==> src/rtl/dsc_pkg.sv <==
`timescale 1ns / 1ps
`default_nettype none
// ----------------------------------------------------------------------------
// dsc_pkg
// Shared types, constants and the degree arctangent function of the sine and
// cosine pipeline.
// ----------------------------------------------------------------------------
package dsc_pkg;

  localparam int ANGLE_FRAC_BITS_DEF = 16;
  localparam int OUT_FRAC_BITS_DEF   = 30;
  localparam int CORDIC_STEPS_DEF    = 24;

  localparam int ANGLE_W    = 32;
  localparam int OUT_W      = 32;
  localparam int OUT_DATA_W = 2 * OUT_W;
  localparam int WORK_FRAC  = 30;
  localparam int XW         = 34;
  localparam int ZW         = 38;

  localparam logic signed [XW-1:0] INV_GAIN       = 34'sh0_26DD_3B6A;
  localparam logic [63:0]          QUARTER_PI_Q62 = 64'h3243_F6A8_885A_308D;

  typedef enum logic [1:0] {
    QUAD_0,
    QUAD_90,
    QUAD_180,
    QUAD_270
  } dsc_quad_t;

  typedef struct packed {
    logic signed [XW-1:0] x;
    logic signed [XW-1:0] y;
    logic signed [ZW-1:0] z;
    dsc_quad_t            quad;
    logic                 exact;
  } dsc_work_t;

  // Restoring long division, used only while the arctangent constants are elaborated.
  function automatic logic [63:0] long_div(input logic [63:0] num, input logic [63:0] den);
    logic [63:0] rem;
    logic [63:0] quo;
    rem = '0;
    quo = '0;
    for (int i = 63; i >= 0; i--) begin
      rem = {rem[62:0], num[i]};
      quo = {quo[62:0], 1'b0};
      if (rem >= den) begin
        rem    = rem - den;
        quo[0] = 1'b1;
      end
    end
    return quo;
  endfunction

  // Arctangent of 2^-step in degrees with 30 fraction bits. The series for
  // atan is summed with 62 fraction bits, divided by a quarter of pi and
  // scaled by 45 degrees with rounding.
  function automatic logic [63:0] atan_deg(input int step);
    logic [63:0] sum;
    logic [63:0] rem;
    logic [63:0] quo;
    logic [63:0] term;
    logic [63:0] odd;
    int          e;
    if (step == 0) begin
      return 64'd45 << WORK_FRAC;
    end
    sum = '0;
    for (int k = 0; k < 32; k++) begin
      e   = step * (2 * k + 1);
      odd = 64'(2 * k + 1);
      if (e <= 62) begin
        term = long_div(64'd1 << (62 - e), odd);
        if (k % 2 == 1) begin
          sum = sum - term;
        end else begin
          sum = sum + term;
        end
      end
    end
    rem = sum;
    quo = '0;
    for (int b = 0; b < 36; b++) begin
      rem = rem << 1;
      quo = quo << 1;
      if (rem >= QUARTER_PI_Q62) begin
        rem = rem - QUARTER_PI_Q62;
        quo = quo | 64'd1;
      end
    end
    return (quo * 64'd45 + 64'd32) >> 6;
  endfunction

endpackage
`default_nettype wire

==> src/rtl/dsc_cordic_stage.sv <==
`timescale 1ns / 1ps
`default_nettype none
// ----------------------------------------------------------------------------
// dsc_cordic_stage
// One registered CORDIC rotation step with a fixed shift and a fixed
// degree arctangent.
// ----------------------------------------------------------------------------
module dsc_cordic_stage
  import dsc_pkg::*;
#(
  parameter int STEP = 0
) (
  input  wire logic      clk,
  input  wire logic      rst_n,
  input  wire logic      in_valid,
  output logic           in_ready,
  input  wire dsc_work_t in_work,
  output logic           out_valid,
  input  wire logic      out_ready,
  output dsc_work_t      out_work
);

  localparam logic signed [ZW-1:0] ATAN = $signed(ZW'(atan_deg(STEP)));

  logic                 valid_r;
  logic                 en;
  dsc_work_t            work_r;
  dsc_work_t            work_nxt;
  logic signed [XW-1:0] dx;
  logic signed [XW-1:0] dy;

  assign en       = !valid_r || out_ready;
  assign in_ready = en;
  assign dx       = in_work.y >>> STEP;
  assign dy       = in_work.x >>> STEP;

  always_comb begin
    work_nxt = in_work;
    if (!in_work.z[ZW-1]) begin
      work_nxt.x = in_work.x - dx;
      work_nxt.y = in_work.y + dy;
      work_nxt.z = in_work.z - ATAN;
    end else begin
      work_nxt.x = in_work.x + dx;
      work_nxt.y = in_work.y - dy;
      work_nxt.z = in_work.z + ATAN;
    end
  end

  always_ff @(posedge clk) begin
    if (!rst_n) begin
      valid_r <= 1'b0;
    end else if (en) begin
      valid_r <= in_valid;
    end
  end

  always_ff @(posedge clk) begin
    if (en && in_valid) begin
      work_r <= work_nxt;
    end
  end

  assign out_valid = valid_r;
  assign out_work  = work_r;

endmodule
`default_nettype wire

==> config.mk <==
export PLATFORM = sky130hd
export DESIGN_NAME = dsc_cordic_stage
export DESIGN_NICKNAME = d
export VERILOG_FILES = /design/src/rtl/dsc_pkg.sv /design/src/rtl/dsc_cordic_stage.sv
export SDC_FILE = /design/constraint.sdc
export NUM_CORES = 1
export LEC_CHECK = 0
export BUFFER_PORTS_ARGS = -buffer_cell sky130_fd_sc_hd__buf_4
export CORE_ASPECT_RATIO = 1.4
export CORE_MARGIN = 2
export CORE_UTILIZATION = 40
export DETAILED_ROUTE_END_ITERATION = 10
export GPL_TIMING_DRIVEN = 0
export PLACE_DENSITY = 0.7
export SYNTH_ARGS = -nofsm -noshare
export SYNTH_HDL_FRONTEND = slang
export SYNTH_SLANG_ARGS = --single-unit
==> constraint.sdc <==
create_clock -name clk -period 4.2 [get_ports clk]
set_input_delay 0.42 -clock clk [delete_from_list [all_inputs] [get_ports clk]]
set_output_delay 0.42 -clock clk [all_outputs]
set_load 0.1 [all_outputs]
==> impl_summary.log <==
INFO  metric synthFlopType = sky130_fd_sc_hd__edfxtp_1
INFO  metric clk_path_buf_depth = 2
INFO  metric power.ir.vdd_worst = between 200 and 250 uV
INFO  metric die_width = approximately 130 um
INFO  metric place.gp.congestion = slightly below 1
INFO  metric dp_hpwl = approximately 25 mm
INFO  metric rsz0062_at_grt = no
INFO  metric post_layout_instance_count_excluding_filler_cells = about 1600
INFO  metric synthArstFlopShare = 0
INFO  metric synth_edf_count = 108
INFO  metric placement.io_buffers = approximately 220
INFO  metric syn2layout_area_growth = 25.88%
INFO  metric synthesis.area = approximately 9000 sq um
INFO  metric synth_area_leaders = sky130_fd_sc_hd__edfxtp_1, sky130_fd_sc_hd__ha_1, sky130_fd_sc_hd__a21oi_1
INFO  metric global_route_wire_length_before_repair = approximately 46 mm
INFO  metric first_pass_detailed_route_iteration_total = 8
INFO  metric fmax = ~270 MHz
INFO  metric timing.max_cap.violations = 0
INFO  metric setup_violations = 0
INFO  metric finalPower = 4.463 mW
INFO  metric path_class = input port to register
INFO  metric crit_path_start_kind = input port
INFO  metric num_rows = 65
INFO  metric synth_top_area_cell = sky130_fd_sc_hd__edfxtp_1
INFO  metric finish.net_count = roughly 1500
INFO  metric power.density = approximately 390 nW/um^2
INFO  metric cells_after_synthesis = around 1000
INFO  metric ys_seq_elements = between 100 and 150
INFO  metric detailroute.via_count = ~8600
INFO  metric grt_antenna_before_repair = 0
INFO  metric numPlacedInstances = ~1500
INFO  metric total_negative_slack = 0 ns
INFO  metric post_route_cells_drive_above_1_share = 0.2173
INFO  metric ioPinCount = 224
INFO  metric synth.net_count = 1243
INFO  metric drt-vias-per-instance = ~5.5
INFO  metric timing.clock.skew = 0.01275 ns
INFO  metric grt.total_usage = 0.2486
INFO  metric timing.critical_path.cells = buf_4 -> inv_1 -> ha_1 -> buf_2 -> inv_1 -> a21oi_1 -> o311ai_0 -> o21ai_1 -> a21oi_1 -> a21bo_2 -> a21boi_0 -> o21ai_0 -> xnor2_1
INFO  metric design.core.area = 22530 sq um
INFO  metric post_cts_buffers = 0
INFO  metric timing.final.crit_share = 0.8921
INFO  metric critPathBufInv = 4
INFO  metric worstHoldPathType = input port to register
INFO  metric total_clock_buffers_created_by_cts = 9
INFO  metric drc = 0
INFO  metric maximum_single_stage_delay_on_the_critical_path = around 0.69 ns
INFO  metric die_h = 183.4 um
INFO  metric syn_avg_cell_area = about 9.0 sq um
INFO  metric max_slew.worst_pin.slew = 1.033 ns
INFO  metric cts_tree = yes
INFO  metric path_clk_slew = about 0.08 ns
INFO  metric cts_sinks = between 100 and 150
INFO  metric worst_slew_margin_relative_to_its_limit = 0.3114
INFO  metric worst_path_dominant_cell_family = compound AO/OA/AOI/OAI gates
INFO  metric drt_first_iter_violations = roughly 740
INFO  metric ctsResizeCount = 0
INFO  metric ant_nets = 0
INFO  metric synth.yosys.warnings = 0
INFO  metric post-synth-top-area-fraction = 0.3526
INFO  metric worst_ep_required_time = 4.30 ns
INFO  metric cts_htree_levels = 3
INFO  metric run_status = completed
INFO  metric p_leak = 5.157 nW
INFO  metric insertedDiodeCount = 0
INFO  metric route.final.wire_length = about 31 mm
INFO  metric hold_buffer_count_at_cts = 0
INFO  metric synth_top_cells_by_count = sky130_fd_sc_hd__a21oi_1, sky130_fd_sc_hd__inv_1, sky130_fd_sc_hd__edfxtp_1
INFO  metric critical_path_arrival = approximately 3.8 ns
INFO  metric global_route.overflow_total = 0
INFO  metric timing.final.max_slew_violations = 0
INFO  metric largest_net_degree_at_the_start_of_global_routing = 57
INFO  metric critPathCaptureType = register
INFO  metric synth_most_common_cell = sky130_fd_sc_hd__a21oi_1
INFO  metric floorplan.initialDensity = 0.4083
INFO  metric critical_path.max_fanout = 8
INFO  metric share_of_the_yosys_chip_area_belonging_to_registers = 0.3547
INFO  metric cts.root.buffer_cell = sky130_fd_sc_hd__clkbuf_16
INFO  metric hold_viol = 0
INFO  metric die_area = approximately 24000 sq um
INFO  metric latest_clock_arrival_within_the_worst_skew_pair = around 0.38 ns
INFO  metric netlist-cell-type-count = 68
INFO  metric worst_path_max_delay_cell = sky130_fd_sc_hd__o311ai_0
INFO  metric final_period_minus_worst_setup_slack = ~3.7 ns
INFO  metric grt_pass1_vias = 8412
INFO  metric routed_wire_length_per_instance = between 15 and 20 um
-- cell families after synthesis --
logic type                 count (synthesis)  share of synthesized area
DFF                                      109                     0.3547
and+or+nand+nor                          228                     0.1128
buffers and inverters                    157                    0.06774
adders and majority gates                109                     0.1515
xor gates and xnor gates                  70                    0.06665
muxes                                     14                    0.01537
AOI/OAI and AO/OA                        334                     0.2312
-- layout make-up --
class / count / area, sq um
Fill cell: 2143 / 10950
Clock inverter: 7 / 75.07
Tap cell: 301 / 376.6
Clock buffer: 9 / 225.2
Sequential cell: 109 / 3263
Timing Repair Buffer: 224 / 1702
Inverter: 112 / 422.9
Multi-Input combinational cell: 755 / 5315
Buffer: 45 / 200.2
-- metrics by stage --
step                      cell area, sq um  utilization  hold WS [ns]  setup slack (ns)
after floorplan                       9200            -        0.5189            0.7048
after global placement               11250       0.4994        0.5147            0.2361
after detailed placement             11280       0.5007        0.5399            0.2347
after CTS                            11580       0.5140        0.2028            0.5996
after global routing                 11580       0.5140        0.2008            0.2324
final                                11580       0.5140        0.2158            0.4531
-- worst register-to-register path, cell delays in order, from the launching register on --
cell	delay, ns
sky130_fd_sc_hd__dfxtp_1	0.31
sky130_fd_sc_hd__nand2b_1	0.11
sky130_fd_sc_hd__and2_4	0.66
sky130_fd_sc_hd__buf_16	0.35
-- power breakdown --
part | switching (mW) | internal [mW] | leakage [nW]
Combinational | 1.60 | 0.575 | 3.96
Sequential | 0.0316 | 1.37 | 1.05
Clock | 0.461 | 0.423 | 0.148
Total | 2.10 | 2.37 | 5.16
-- final timing paths --
kind                           from                       to  slack [ns]  cells after the start
max                     in_work[47]  out_work[100]$_DFFE_PP_        0.45                     13
min                      in_work[7]    out_work[7]$_DFFE_PP_        0.22                      1
max reg2reg  out_valid$_SDFFE_PN0N_   out_work[53]$_DFFE_PP_        2.43                      3
min reg2reg  out_valid$_SDFFE_PN0N_   out_valid$_SDFFE_PN0N_        0.55                      2
-- metal layers --
metal,vias up,global-route usage,wire length [um]
met4,0,0.1213,1290
met3,83,0.03695,1882
met1,3994,0.2764,11780
met5,-,0,0
met2,386,0.4613,16100
li1,4098,-,-
-- placed cells by master (no fill, tap or decap), types with 5 or more instances in the layout --
cell type,instances
sky130_fd_sc_hd__a21o_1,26
sky130_fd_sc_hd__edfxtp_1,108
sky130_fd_sc_hd__nand3_1,5
sky130_fd_sc_hd__nor2b_1,9
sky130_fd_sc_hd__xor2_1,7
sky130_fd_sc_hd__mux2i_1,13
sky130_fd_sc_hd__a21oi_1,123
sky130_fd_sc_hd__nor2_1,91
sky130_fd_sc_hd__nand2b_1,8
sky130_fd_sc_hd__buf_4,225
sky130_fd_sc_hd__o21a_1,10
sky130_fd_sc_hd__nand4_1,11
sky130_fd_sc_hd__nor3_1,21
sky130_fd_sc_hd__inv_1,109
sky130_fd_sc_hd__o211ai_1,11
sky130_fd_sc_hd__nor4_1,9
sky130_fd_sc_hd__o21bai_1,16
sky130_fd_sc_hd__o22ai_1,5
sky130_fd_sc_hd__clkbuf_16,9
sky130_fd_sc_hd__buf_1,8
sky130_fd_sc_hd__ha_1,105
sky130_fd_sc_hd__o21ai_0,62
sky130_fd_sc_hd__a31oi_1,6
sky130_fd_sc_hd__a211oi_1,13
sky130_fd_sc_hd__xnor2_1,63
sky130_fd_sc_hd__o31ai_1,7
sky130_fd_sc_hd__a221oi_1,5
sky130_fd_sc_hd__buf_2,13
sky130_fd_sc_hd__clkbuf_1,21
sky130_fd_sc_hd__nand2_1,57
-- flip-flops by register name, summed over array words and instances (netlist names) --
signal and count:
out_valid 1, out_work 108
Note: power is estimated with default switching activity, not from simulation.
